$ cat src/rtl/rwaf_pkg.sv
package rwaf_pkg;

  // Field widths
  localparam int unsigned DBM_W  = 8;
  localparam int unsigned AVG_W  = 12;
  localparam int unsigned CNT_OW = 7;

  // Stream word widths
  localparam int unsigned S_TDATA_W = 16;
  localparam int unsigned S_TUSER_W = 1;
  localparam int unsigned M_TDATA_W = 32;

  // Configuration port
  localparam int unsigned CFG_IDX_W  = 1;
  localparam int unsigned CFG_DATA_W = 8;

  localparam logic [CFG_IDX_W-1:0] CFG_VALID_MIN = 1'b0;
  localparam logic [CFG_IDX_W-1:0] CFG_VALID_MAX = 1'b1;

  localparam logic signed [DBM_W-1:0] VALID_MIN_RST = -8'sd100;
  localparam logic signed [DBM_W-1:0] VALID_MAX_RST = 8'sd0;

  // Command codes carried in tuser
  localparam logic CMD_MEASURE = 1'b0;
  localparam logic CMD_CLEAR   = 1'b1;

  // Result word, lowest bit last
  typedef struct packed {
    logic [M_TDATA_W-30-1:0]    pad;
    logic                       err_window_empty;
    logic                       err_scan_failed;
    logic                       err_not_found;
    logic [CNT_OW-1:0]          stored_count;
    logic signed [AVG_W-1:0]    average_x10;
    logic signed [DBM_W-1:0]    reported_dbm;
  } result_t;

endpackage

$ cat src/rtl/rwaf_ram.sv
module rwaf_ram #(
  parameter int unsigned WIDTH = 8,
  parameter int unsigned DEPTH = 8
) (
  input  logic                                 clk_i,
  input  logic                                 we_i,
  input  logic [(DEPTH > 1 ? $clog2(DEPTH) : 1)-1:0] waddr_i,
  input  logic [WIDTH-1:0]                     wdata_i,
  input  logic                                 re_i,
  input  logic [(DEPTH > 1 ? $clog2(DEPTH) : 1)-1:0] raddr_i,
  output logic [WIDTH-1:0]                     rdata_o
);

  logic [WIDTH-1:0] mem_q [DEPTH];

  // Write port
  always_ff @(posedge clk_i) begin
    if (we_i) begin
      mem_q[waddr_i] <= wdata_i;
    end
  end

  // Registered read port
  always_ff @(posedge clk_i) begin
    if (re_i) begin
      rdata_o <= mem_q[raddr_i];
    end
  end

endmodule

$ cat src/rtl/rssi_window_average_filter_core.sv
// Moving average of accepted signal-strength readings. A measure word (tuser = 0) carries a
// signed dBm reading with found / scan-failed flags; the reading enters a ring of WINDOW entries
// in a single-port-write RAM only when the scan succeeded, the target was found and the reading
// lies within [valid_min_dbm, valid_max_dbm]. Each measure returns one result word: the reported
// reading, ten times the mean of the stored readings truncated toward zero, the fill count and
// the error flags. A clear word (tuser = 1) empties the window and returns nothing.
// One item is processed at a time. A measure that leaves the window empty goes straight to
// loading its result. Otherwise it sweeps the ring (one RAM read per stored reading), then
// runs the restoring divider at one quotient bit per cycle (13 + clog2(WINDOW) bits, 14 for
// a one-entry window), then loads the result once the previous result has left the output
// register. The input is ready again the cycle after the load.
module rssi_window_average_filter_core #(
  parameter int unsigned WINDOW = 8
) (
  input  logic                                clk_i,
  input  logic                                rst_ni,
  // tdata: reading_dbm[7:0], target_found[8], scan_failed[9], zero pad[15:10]
  input  logic [rwaf_pkg::S_TDATA_W-1:0]      s_axis_tdata,
  // tuser: cmd[0]
  input  logic [rwaf_pkg::S_TUSER_W-1:0]      s_axis_tuser,
  input  logic                                s_axis_tvalid,
  output logic                                s_axis_tready,
  // tdata: reported_dbm[7:0], average_x10[19:8], stored_count[26:20], err_not_found[27],
  //        err_scan_failed[28], err_window_empty[29], zero pad[31:30]
  output logic [rwaf_pkg::M_TDATA_W-1:0]      m_axis_tdata,
  output logic                                m_axis_tvalid,
  input  logic                                m_axis_tready,
  input  logic                                cfg_we_i,
  input  logic [rwaf_pkg::CFG_IDX_W-1:0]      cfg_idx_i,
  input  logic [rwaf_pkg::CFG_DATA_W-1:0]     cfg_data_i
);

  localparam int unsigned PTR_W  = (WINDOW > 1) ? $clog2(WINDOW) : 1;
  localparam int unsigned CNT_W  = $clog2(WINDOW + 1);
  localparam int unsigned SUM_W  = 9 + PTR_W;
  localparam int unsigned DIV_W  = SUM_W + 4;
  localparam int unsigned STEP_W = $clog2(DIV_W + 1);
  localparam int unsigned DBM_W  = rwaf_pkg::DBM_W;
  localparam int unsigned AVG_W  = rwaf_pkg::AVG_W;

  localparam logic [PTR_W-1:0]  PTR_LAST = PTR_W'(WINDOW - 1);
  localparam logic [CNT_W-1:0]  CNT_FULL = CNT_W'(WINDOW);
  localparam logic [STEP_W-1:0] STEP_LAST = STEP_W'(DIV_W - 1);

  localparam logic [1:0] ST_IDLE = 2'd0;
  localparam logic [1:0] ST_SUM  = 2'd1;
  localparam logic [1:0] ST_DIV  = 2'd2;
  localparam logic [1:0] ST_FIN  = 2'd3;

  // Configuration registers
  logic signed [DBM_W-1:0] valid_min_q, valid_max_q;

  always_ff @(posedge clk_i or negedge rst_ni) begin
    if (!rst_ni) begin
      valid_min_q <= rwaf_pkg::VALID_MIN_RST;
      valid_max_q <= rwaf_pkg::VALID_MAX_RST;
    end else if (cfg_we_i) begin
      unique case (cfg_idx_i)
        rwaf_pkg::CFG_VALID_MIN: valid_min_q <= cfg_data_i;
        rwaf_pkg::CFG_VALID_MAX: valid_max_q <= cfg_data_i;
        default: ;
      endcase
    end
  end

  // Input word fields
  logic signed [DBM_W-1:0] in_reading;
  logic                    in_found, in_failed, in_cmd;

  assign in_reading = s_axis_tdata[DBM_W-1:0];
  assign in_found   = s_axis_tdata[DBM_W];
  assign in_failed  = s_axis_tdata[DBM_W+1];
  assign in_cmd     = s_axis_tuser[0];

  // Control and window state
  logic [1:0]              state_q, state_d;
  logic [PTR_W-1:0]        wptr_q, wptr_d;
  logic [CNT_W-1:0]        cnt_q, cnt_d;
  logic signed [DBM_W-1:0] last_q, last_d;
  logic [CNT_W-1:0]        iss_q, iss_d;
  logic                    rvld_q, rvld_d;
  logic signed [SUM_W-1:0] sum_q, sum_d;
  logic [DIV_W-1:0]        quo_q, quo_d;
  logic [CNT_W-1:0]        rem_q, rem_d;
  logic [STEP_W-1:0]       step_q, step_d;
  logic                    neg_q, neg_d;
  // Per-item flags
  logic signed [DBM_W-1:0] rep_q, rep_d;
  logic                    nf_q, nf_d, sf_q, sf_d;
  // Output register
  rwaf_pkg::result_t       out_q, out_d;
  logic                    out_vld_q, out_vld_d;

  // RAM interface
  logic                    ram_we, ram_re;
  logic [DBM_W-1:0]        ram_rdata;

  // Datapath helpers
  logic                    accept, do_store;
  logic signed [SUM_W+3:0] sum_ext, prod;
  logic [DIV_W-1:0]        prod_mag;
  logic [CNT_W:0]          rem_sh;
  logic                    rem_ge;
  logic signed [AVG_W-1:0] quo_trunc;

  assign s_axis_tready = (state_q == ST_IDLE);
  assign accept        = s_axis_tvalid && s_axis_tready;
  assign do_store      = accept && (in_cmd == rwaf_pkg::CMD_MEASURE) && !in_failed &&
                         in_found && (in_reading >= valid_min_q) &&
                         (in_reading <= valid_max_q);

  assign ram_we = do_store;
  assign ram_re = (state_q == ST_SUM) && (iss_q != cnt_q);

  rwaf_ram #(
    .WIDTH (DBM_W),
    .DEPTH (WINDOW)
  ) u_ring (
    .clk_i   (clk_i),
    .we_i    (ram_we),
    .waddr_i (wptr_q),
    .wdata_i (in_reading),
    .re_i    (ram_re),
    .raddr_i (iss_q[PTR_W-1:0]),
    .rdata_o (ram_rdata)
  );

  // Times ten as shift-add, then magnitude for the unsigned divider
  assign sum_ext  = {{4{sum_q[SUM_W-1]}}, sum_q};
  assign prod     = (sum_ext <<< 3) + (sum_ext <<< 1);
  assign prod_mag = prod[SUM_W+3] ? DIV_W'(-prod) : DIV_W'(prod);

  // One restoring step
  assign rem_sh = {rem_q, quo_q[DIV_W-1]};
  assign rem_ge = (rem_sh >= {1'b0, cnt_q});

  assign quo_trunc = quo_q[AVG_W-1:0];

  always_comb begin
    state_d   = state_q;
    wptr_d    = wptr_q;
    cnt_d     = cnt_q;
    last_d    = last_q;
    iss_d     = iss_q;
    rvld_d    = 1'b0;
    sum_d     = sum_q;
    quo_d     = quo_q;
    rem_d     = rem_q;
    step_d    = step_q;
    neg_d     = neg_q;
    rep_d     = rep_q;
    nf_d      = nf_q;
    sf_d      = sf_q;
    out_d     = out_q;
    out_vld_d = out_vld_q;

    // Drop the result once it is taken
    if (out_vld_q && m_axis_tready) begin
      out_vld_d = 1'b0;
    end

    unique case (state_q)
      ST_IDLE: begin
        if (accept) begin
          if (in_cmd == rwaf_pkg::CMD_CLEAR) begin
            wptr_d = '0;
            cnt_d  = '0;
            last_d = '0;
          end else begin
            rep_d = (!in_failed && in_found) ? in_reading : last_q;
            nf_d  = !in_failed && !in_found;
            sf_d  = in_failed;
            if (do_store) begin
              wptr_d = (wptr_q == PTR_LAST) ? '0 : wptr_q + 1'b1;
              cnt_d  = (cnt_q == CNT_FULL) ? cnt_q : cnt_q + 1'b1;
              last_d = in_reading;
            end
            iss_d = '0;
            sum_d = '0;
            if (cnt_d == '0) begin
              quo_d   = '0;
              neg_d   = 1'b0;
              state_d = ST_FIN;
            end else begin
              state_d = ST_SUM;
            end
          end
        end
      end

      // Sweep the ring: issue one read a cycle, accumulate each returned word in the following cycle
      ST_SUM: begin
        if (ram_re) begin
          iss_d  = iss_q + 1'b1;
          rvld_d = 1'b1;
        end
        if (rvld_q) begin
          sum_d = sum_q + {{(SUM_W-DBM_W){ram_rdata[DBM_W-1]}}, ram_rdata};
        end
        if (!ram_re && !rvld_q) begin
          quo_d   = prod_mag;
          neg_d   = prod[SUM_W+3];
          rem_d   = '0;
          step_d  = '0;
          state_d = ST_DIV;
        end
      end

      // Advance one quotient bit per cycle
      ST_DIV: begin
        rem_d  = rem_ge ? CNT_W'(rem_sh - {1'b0, cnt_q}) : rem_sh[CNT_W-1:0];
        quo_d  = {quo_q[DIV_W-2:0], rem_ge};
        step_d = step_q + 1'b1;
        if (step_q == STEP_LAST) begin
          state_d = ST_FIN;
        end
      end

      // Hold until the output register is free, then load it
      ST_FIN: begin
        if (!out_vld_q || m_axis_tready) begin
          out_d.pad              = '0;
          out_d.reported_dbm     = rep_q;
          out_d.average_x10      = neg_q ? -quo_trunc : quo_trunc;
          out_d.stored_count     = rwaf_pkg::CNT_OW'(cnt_q);
          out_d.err_not_found    = nf_q;
          out_d.err_scan_failed  = sf_q;
          out_d.err_window_empty = (cnt_q == '0);
          out_vld_d              = 1'b1;
          state_d                = ST_IDLE;
        end
      end

      default: state_d = ST_IDLE;
    endcase
  end

  // Control state
  always_ff @(posedge clk_i or negedge rst_ni) begin
    if (!rst_ni) begin
      state_q   <= ST_IDLE;
      wptr_q    <= '0;
      cnt_q     <= '0;
      last_q    <= '0;
      rvld_q    <= 1'b0;
      out_vld_q <= 1'b0;
    end else begin
      state_q   <= state_d;
      wptr_q    <= wptr_d;
      cnt_q     <= cnt_d;
      last_q    <= last_d;
      rvld_q    <= rvld_d;
      out_vld_q <= out_vld_d;
    end
  end

  // Payload registers
  always_ff @(posedge clk_i) begin
    iss_q  <= iss_d;
    sum_q  <= sum_d;
    quo_q  <= quo_d;
    rem_q  <= rem_d;
    step_q <= step_d;
    neg_q  <= neg_d;
    rep_q  <= rep_d;
    nf_q   <= nf_d;
    sf_q   <= sf_d;
    out_q  <= out_d;
  end

  assign m_axis_tdata  = out_q;
  assign m_axis_tvalid = out_vld_q;

endmodule

$ cat config.mk
export PLATFORM = sky130hd
export DESIGN_NAME = rssi_window_average_filter_core
export DESIGN_NICKNAME = d
export VERILOG_FILES = /design/src/rtl/rwaf_pkg.sv /design/src/rtl/rwaf_ram.sv /design/src/rtl/rssi_window_average_filter_core.sv
export SDC_FILE = /design/constraint.sdc
export NUM_CORES = 1
export LEC_CHECK = 0
export BUFFER_PORTS_ARGS = -buffer_cell sky130_fd_sc_hd__buf_2
export CAP_MARGIN = 20
export CORE_MARGIN = 10
export CORE_UTILIZATION = 35
export CTS_BUF_LIST = sky130_fd_sc_hd__clkbuf_8
export CTS_CLUSTER_SIZE = 14
export DETAILED_ROUTE_END_ITERATION = 7
export PLACE_DENSITY = 0.54
export SETUP_SLACK_MARGIN = 0.05
export SLEW_MARGIN = 30
export SYNTH_ARGS = -nofsm -noshare
export SYNTH_HDL_FRONTEND = slang
export SYNTH_SLANG_ARGS = --single-unit
$ cat constraint.sdc
create_clock -name clk_i -period 10.3 [get_ports clk_i]
set_clock_uncertainty 0.2 [all_clocks]
set_input_delay 1.03 -clock clk_i [delete_from_list [all_inputs] [get_ports clk_i]]
set_output_delay 1.03 -clock clk_i [all_outputs]
set_load 0.02 [all_outputs]
==> results.md, run 1 <==
- Final antenna-violating net count: 0
- TritonCTS clock tree: done
- Synthesis-to-layout area growth: 11.4%
- Die ar.: 33900 µm²
- Worst reg2reg setup slack: 6.72 ns
- Number of setup buffers added after CTS: 0
- Leakage: 3.99 nW
- Vias in the first global route: 5895
- Status: finished clean
- Synthesized area per cell: 13.1 µm²
- Post-synth cell types: 73
- Top-area cell type share of the netlist area: between 40% and 50%
- Wire per inst: 15.7 µm
- Cell count after synthesis: 721
- RSZ-0062 raised after global routing: no
- Commonest cells post-synth: edfxtp_1 (151), ha_1 (56), nand2_1 (46)
- GP Congestion: 0.760
- Hold_buf cts: 0
- Worst setup path class: input pin to flop
- Crit-path max FO: 22
- Startpoint Class: input pin
- R2R Path End: u_ring.mem_q[7][4]
- Achievable frequency: 279 MHz
- Final setup fails: 0
- Main synth FF type: edfxtp_1
- Clock transition at path regs: 0.10 ns
- Cts bufs inserted: 17
- Initial Util: 35.3%
- Clk root buf: clkbuf_8
- Setup crit end kind: flop
- Layout cells sized above 1: 19.9%
- Final Hold Viols: 0
- Power Density: 301 nW/µm²
- Arr. time, crit path: 3.49 ns
- Row count: 60
- Via density: 4.98
- Finished layout cell area: 10500 µm²
- Later-pin clock latency in the skew report: between 0.4 and 0.5 ns
- Period utilization: 34.8%
- DP HPWL: 12.6 mm
- Syn Std Cell Area: ~9400 µm²
- First-pass GRT wire length: 29.7 mm
- Total grt overflow: 0
- Number of I/O port buffers: 53
- Top Ports: 65
- Critical Path RT: roughly 10 ns
- Register area share after synthesis: 57.4%
- Min Tclk post-route: 3.59 ns
- Dpl cells: 1106
- Worst hold path class: input pin to async pin
- Final net count: 875
- Die width: about 180 µm
- Core Region: 26700 µm²
- Fin cells: 1138
- H-tree depth: 4
- Largest net degree at the start of global routing: 36
- 1st-iter DRT viols: 299
- Initial antenna violation count: 0
- Clock tree buffer depth: 2
- Final max-slew violation count: 0
- # Max-Cap Violations: 0
- Maximum vdd drop: 0.104 mV
- Seq cells post-synth: roughly 190
- Ranking of synthesized cells by area: edfxtp_1 (48%), dfrtp_1 (8.2%), ha_1 (7.4%)
- Worst R2R Path Depth: 8
- Reg2reg start: state_q[0]
- Sum Neg Setup Slack: 0 ns
- Detailed Route WL: 17.9 mm
- First-pass DRT Iterations: 5
- Ant. Diodes: 0
- Clk sink count: 186
- Die Ht: ~180 µm
- Number of flops mapped to enable cells by yosys: 151
- Post-route DRC: 0
- All-Layer GR Usage: 11.0%
- Post-CTS Resized: 0
- DP Area: 10100 µm²
- Vias: 5666
- Dominant cell type by area after synthesis: edfxtp_1
- Relative slew slack: 38.3%
- Worst Tran Pin Value: 0.926 ns
- Synth Warn #: 0
- Ys async rst share: 18.8%
- Fin Hold WS: 0.221 ns
- Top-count cell post-synth: edfxtp_1
-- cell families (layout without fill, tap and decap cells) --
| kind of cell | count (synthesis) | in the layout | synth area share, % |
|---|---|---|---|
| XOR/XNOR | 42 | 42 | 3.90 |
| AND/OR/NAND/NOR | 179 | 179 | 10.2 |
| AO/OA/AOI/OAI | 136 | 136 | 9.92 |
| flip-flops | 186 | 186 | 57.4 |
| adder cells (fa/ha/maj) | 59 | 59 | 8.06 |
| other | 1 | 5 | 0.0397 |
| multiplexers | 47 | 47 | 7.49 |
| buffers and inverters | 71 | 143 | 3.04 |
-- registers in the layout, summed over array words and instances, names as in the netlist --
register	count
m_axis_tdata	27
m_axis_tvalid	1
sum_q	12
neg_q	1
rem_q	4
last_q	8
cnt_q	4
valid_min_q	8
wptr_q	3
rep_q	8
state_q	2
iss_q	4
sf_q	1
valid_max_q	8
u_ring.mem_q	64
quo_q	16
u_ring.rdata_o	8
step_q	5
nf_q	1
rvld_q	1
-- metrics by stage --
step	utilization, %	power [mW]	setup slack (ns)
2_1_floorplan	-	2.39	6.44
5_1_grt	39.3	3.44	6.37
3_3_place_gp	37.9	2.72	6.13
3_5_place_dp	37.9	2.73	6.13
4_1_cts	39.2	3.21	6.37
6_report	39.3	3.16	6.71
-- cells in the final DEF (no fill, tap or decap), drive strengths merged, types with 3 or more instances in the layout --
cell	n
edfxtp	151
buf	66
ha	56
inv	54
o21ai	47
nand2	46
dfrtp	31
xnor2	26
mux2	26
nor2	25
a21oi	21
clkbuf	17
xor2	16
and2	16
mux4	16
nor2b	15
nand3	13
nor3	13
a22o	11
nand2b	10
nor3b	9
a21o	7
o31ai	7
and3	7
or3	6
mux2i	5
conb	5
o211ai	4
clkinvlp	4
dfstp	4
nor4	4
o41ai	4
o21a	3
nand4	3
a31oi	3
fa	3
a211oi	3
a21boi	3
a2111oi	3
or3b	3
-- worst max-delay path, stage by stage --
cell and delay [ns]:
buf_2 0.24, ha_1 0.29, nor2b_1 0.13, o211ai_1 0.17
a21oi_1 0.09, o221ai_1 0.24, o2111a_1 0.22, buf_4 0.27
nand2_1 0.16, nor2_1 0.63
-- power breakdown --
| group | internal [mW] | total, mW | switching [mW] |
|---|---|---|---|
| Combinational | 0.655 | 1.46 | 0.809 |
| Clock | 0.175 | 0.464 | 0.288 |
| Sequential | 1.08 | 1.23 | 0.150 |
| Total | 1.91 | 3.16 | 1.25 |
-- metal layers --
layer / routed length, µm / share of wire, % / global-route usage (%) / vias to the layer above
li1: - / - / - / 2820
met1: 8610 / 48 / 14.0 / 2758
met2: 8580 / 48 / 18.0 / 68
met3: 541 / 3.0 / 2.52 / 20
met4: 179 / 1.0 / 3.61 / 0
met5: 0 / 0 / 0 / -
-- how the worst max path moves through the flow --
stage / from / endpoint / slack (ns) / cells after the start
3_3_place_gp: s_axis_tvalid / u_ring.mem_q[6][6] / 6.13 / 7
5_1_grt: state_q[0] / u_ring.mem_q[6][3] / 6.37 / 8
6_report: s_axis_tdata[1] / u_ring.mem_q[7][4] / 6.71 / 10
3_5_place_dp: s_axis_tvalid / u_ring.mem_q[6][6] / 6.13 / 7
4_1_cts: state_q[0] / u_ring.mem_q[6][3] / 6.37 / 8
2_1_floorplan: s_axis_tdata[1] / u_ring.mem_q[3][0] / 6.44 / 9
-- layout make-up --
| cell class | instances | area (µm²) |
|---|---|---|
| repair buffers | 66 | 375 |
| inverters | 46 | 173 |
| fillers | 2566 | 16200 |
| multi-input cells | 468 | 3750 |
| clock buffers | 17 | 234 |
| well taps | 341 | 427 |
| clock inverters | 14 | 129 |
| flip-flops and latches | 186 | 5420 |
(Power assumes the default switching activity.)
==> run 2: changes to the inputs <==
--- a/config.mk
+++ b/config.mk
@@ -5,6 +5,7 @@
 export SDC_FILE = /design/constraint.sdc
 export NUM_CORES = 1
 export LEC_CHECK = 0
+export ABC_AREA = 1
 export BUFFER_PORTS_ARGS = -buffer_cell sky130_fd_sc_hd__buf_2
 export CAP_MARGIN = 20
 export CORE_MARGIN = 10
==> constraint.sdc (replaced) <==
create_clock -name clk_i -period 3.72 [get_ports clk_i]
set_clock_uncertainty 0.2 [all_clocks]
set_input_delay 0.372 -clock clk_i [delete_from_list [all_inputs] [get_ports clk_i]]
set_output_delay 0.372 -clock clk_i [all_outputs]
set_load 0.02 [all_outputs]
==> run 2 against run 1 <==
Effect of this change:
- critical path depth up 12
- critical endpoint is now quo_q[6]
- final cell count increased by 24%
- synthesized cell count up 36%
- first-iteration DRC count grew 37%
- wire length increased by 12%
- via count rose by 18%
- count of clock-buffer cells in the layout is the same
- final area is 4.1% higher
- combinational power grew to 3.1 times the previous value
==> results.md, run 2 <==
- Final Hold Viols: 0 (unchanged)
- Arr. time, crit path: 3.11 ns (-0.38 ns)
- Maximum vdd drop: 0.330 mV (+220%)
- Initial antenna violation count: 0 (unchanged)
- Vias in the first global route: 6740 (+14%)
- Seq cells post-synth: 186 (unchanged)
- Status: finished clean
- Final max-slew violation count: 0 (unchanged)
- Dominant cell type by area after synthesis: edfxtp_1
- Biggest register: u_ring.mem_q
- Die Ht: 186 µm (+0.71%)
- RSZ-0062 raised after global routing: no
- Leakage: 4.68 nW (+17%)
- Layout cells sized above 1: 12.2% (-7.8 points)
- All-Layer GR Usage: 12.1% (+1.1 points)
- Worst R2R Path Depth: 17 (+9)
- Worst reg2reg setup slack: 0.67 ns (-6.05 ns)
- Synth Warn #: 0 (unchanged)
- Die width: 186 µm (+0.71%)
- Power Density: 867 nW/µm² (+190%)
- Sum Neg Setup Slack: 0 ns (unchanged)
- First-pass DRT Iterations: 5 (unchanged)
- Crit-path max FO: 16 (-27%)
- Total grt overflow: 0 (unchanged)
- Final setup fails: 0 (unchanged)
- Ant. Diodes: 0 (unchanged)
- Commonest cells post-synth: nand2_1 (153), edfxtp_1 (151), inv_1 (146)
- Die ar.: 34400 µm² (+1.4%)
- Adder-Cell Fraction of Synth Area: 7.93% (-0.13 points)
- Worst hold path class: input pin to flop
- Achievable frequency: between 300 and 400 MHz
- Via density: 4.73 (-5.0%)
- Wire per inst: 14.2 µm (-9.9%)
- Ys async rst share: 18.8% (unchanged)
- # Max-Cap Violations: 0 (unchanged)
- Multiplexer area fraction after synthesis: 0% (-7.5 points)
- Period utilization: 84.4%
- Worst setup path class: input pin to flop
- Final WS setup: 0.580 ns (-6.13 ns)
- Clock tree buffer depth: 2 (unchanged)
- Synthesized area per cell: 9.80 µm² (-25%)
- DP HPWL: 14.2 mm (+13%)
- Final core utilization: 40.6% (+1.3 points)
- Clk sink count: 186 (unchanged)
- Top-count cell post-synth: nand2_1
- Clk root buf: clkbuf_8
- Largest net degree at the start of global routing: 37 (+2.8%)
- Fin Hold WS: 0.0544 ns (-0.167 ns)
- Ranking of synthesized cells by area: edfxtp_1 (47%), dfrtp_1 (8.1%), ha_1 (7.3%)
- Register area share after synthesis: 56.5% (-0.91 points)
- Post-synth cell types: 41 (-44%)
- Syn Std Cell Area: 9590 µm² (+1.6%)
- Final antenna-violating net count: 0 (unchanged)
- Final net count: 1152 (+32%)
- Relative slew slack: 47.2% (+8.9 points)
- Top-area cell type share of the netlist area: 47.3% (-0.76 points)
- Compound-Gate Fraction of Synth Area: 10.8% (+0.90 points)
- Synthesis-to-layout area growth: 14.1%
- Row count: 60 (unchanged)
- Top Ports: 65 (unchanged)
- Post-Synth Simple-Gate Area: 15.1% (+4.9 points)
- Synth Area in XOR/XNOR: 2.45% (-1.4 points)
- Final Power: 9.48 mW (+200%)
- Worst Tran Pin Value: 0.789 ns (-0.137 ns)
- Detailed Route WL: 20.1 mm (+12%)
- Number of flops mapped to enable cells by yosys: 151 (unchanged)
- Commonest non-fill, non-tap cell in the layout: nand2_1
- Vias: 6699 (+18%)
- Main synth FF type: edfxtp_1
- Cell count after synthesis: 978 (+36%)
- Setup crit end kind: flop
- H-tree depth: 4 (unchanged)
- Core Region: 27000 µm² (+0.84%)
- Number of setup buffers added after CTS: 0 (unchanged)
- Dpl ws: 0.616 ns (-5.51 ns)
- Initial Util: 35.6% (+0.27 points)
- 1st-iter DRT viols: 409 (+37%)
- Hold path depth: 1
- Later-pin clock latency in the skew report: 0.48 ns (about the same)
- First-pass GRT wire length: 33.3 mm (+12%)
- Cts bufs inserted: 17 (unchanged)
- Commonest cells after routing, fill and taps aside: nand2_1 (153), edfxtp_1 (151), inv_1 (146)
- Critical Path RT: 3.69 ns (-6.52 ns)
- GP Congestion: 0.838 (+10%)
- Min Tclk post-route: 3.14 ns
- Number of I/O port buffers: 53 (unchanged)
- Max reg flops: 64 (unchanged)
- Post-route DRC: 0 (unchanged)
- Largest family of logic cells by synthesized area: simple AND/OR/NAND/NOR gates
- Filler instances: 2611 (+1.8%)
- TritonCTS clock tree: done
- Clock transition at path regs: 0.13 ns (+0.03 ns)
- Startpoint Class: input pin
==> run 2: cell count changes after synthesis, moves of 23 or more <==
| cell | change |
|---|---|
| a21oi_1 | +30 |
| inv_1 | +101 |
| mux2_2 | -25 |
| nand2_1 | +107 |
| nor2_1 | +80 |
| o21ai_0 | +50 |
| o22ai_1 | +23 |
==> run 2: final cells by class <==
cell class	count	area, µm²	share of cell area, %
Sequential cell	186	5420	49.5
Multi-Input combinational cell	622	3510	32.1
Timing Repair Buffer	88	573	5.24
Inverter	147	552	5.04
Tap cell	341	427	3.90
Clock buffer	17	234	2.14
Clock inverter	15	230	2.10
==> run 2: through the flow <==
stage          instances  instance area, µm²
6_report            1416               10900
5_1_grt             1416               10900
4_1_cts             1414               10900
3_5_place_dp        1370               10300
3_3_place_gp        1370               10300
2_1_floorplan        982                9600
==> run 2: worst paths after layout <==
kind                                      start                  to
worst max-delay path            s_axis_tdata[0]            quo_q[6]
worst min-delay path            s_axis_tdata[5]  u_ring.mem_q[6][5]
worst max register to register   valid_min_q[7]            quo_q[6]
worst min register to register         rep_q[6]     m_axis_tdata[6]
max in group asynchronous                rst_ni            cnt_q[0]
min in group asynchronous                rst_ni      valid_max_q[3]
==> run 2: critical path, cell delays in order <==
cell           delay (ns)
dlygate4sd3_1        0.52
buf_2                0.22
inv_1                0.13
ha_1                 0.21
inv_1                0.05
nand2_1              0.04
nand2_1              0.05
nand2_1              0.04
nand2_1              0.05
nand2_1              0.06
nand2_1              0.06
nand2_1              0.04
nand3_1              0.22
nand3_2              0.22
nand2_1              0.11
nand2_1              0.07
nor2_1               0.10
nand2_1              0.08
nand2_1              0.06
nand2_1              0.07
nor2_1               0.09
buf_4                0.24
==> run 2: layer usage <==
metal | global-route usage, % | vias up | part of all wire [%]
met2 | 20.8 | 87 | 48
met3 | 2.40 | 14 | 3.0
met1 | 15.2 | 3115 | 48
met4 | 2.96 | 0 | 0.66
li1 | - | 3483 | -
met5 | 0 | - | 0
==> run 2: power by group <==
group | switching [mW] | leakage, nW | internal (mW)
combinational | 2.99 | 2.60 | 1.54
sequential | 0.350 | 1.85 | 3.10
clock | 0.932 | 0.227 | 0.564
==> run 2: cells by family (layout without fill, tap and decap cells) <==
| group | count (synthesis) | after routing |
|---|---|---|
| compound gates | 191 | 191 |
| buf+inv | 174 | 267 |
| flops | 186 | 186 |
| fa+ha+maj | 59 | 59 |
| other cells | 1 | 5 |
| xor+xnor | 26 | 26 |
| simple gates | 341 | 341 |
==> run 2: timing repair <==
| item | 4_1_cts | 5_1_grt |
|---|---|---|
| hold buffers | 12 | 1 |
| resized for setup | 0 | 0 |
| hold endpoints to repair | 50 | 4 |
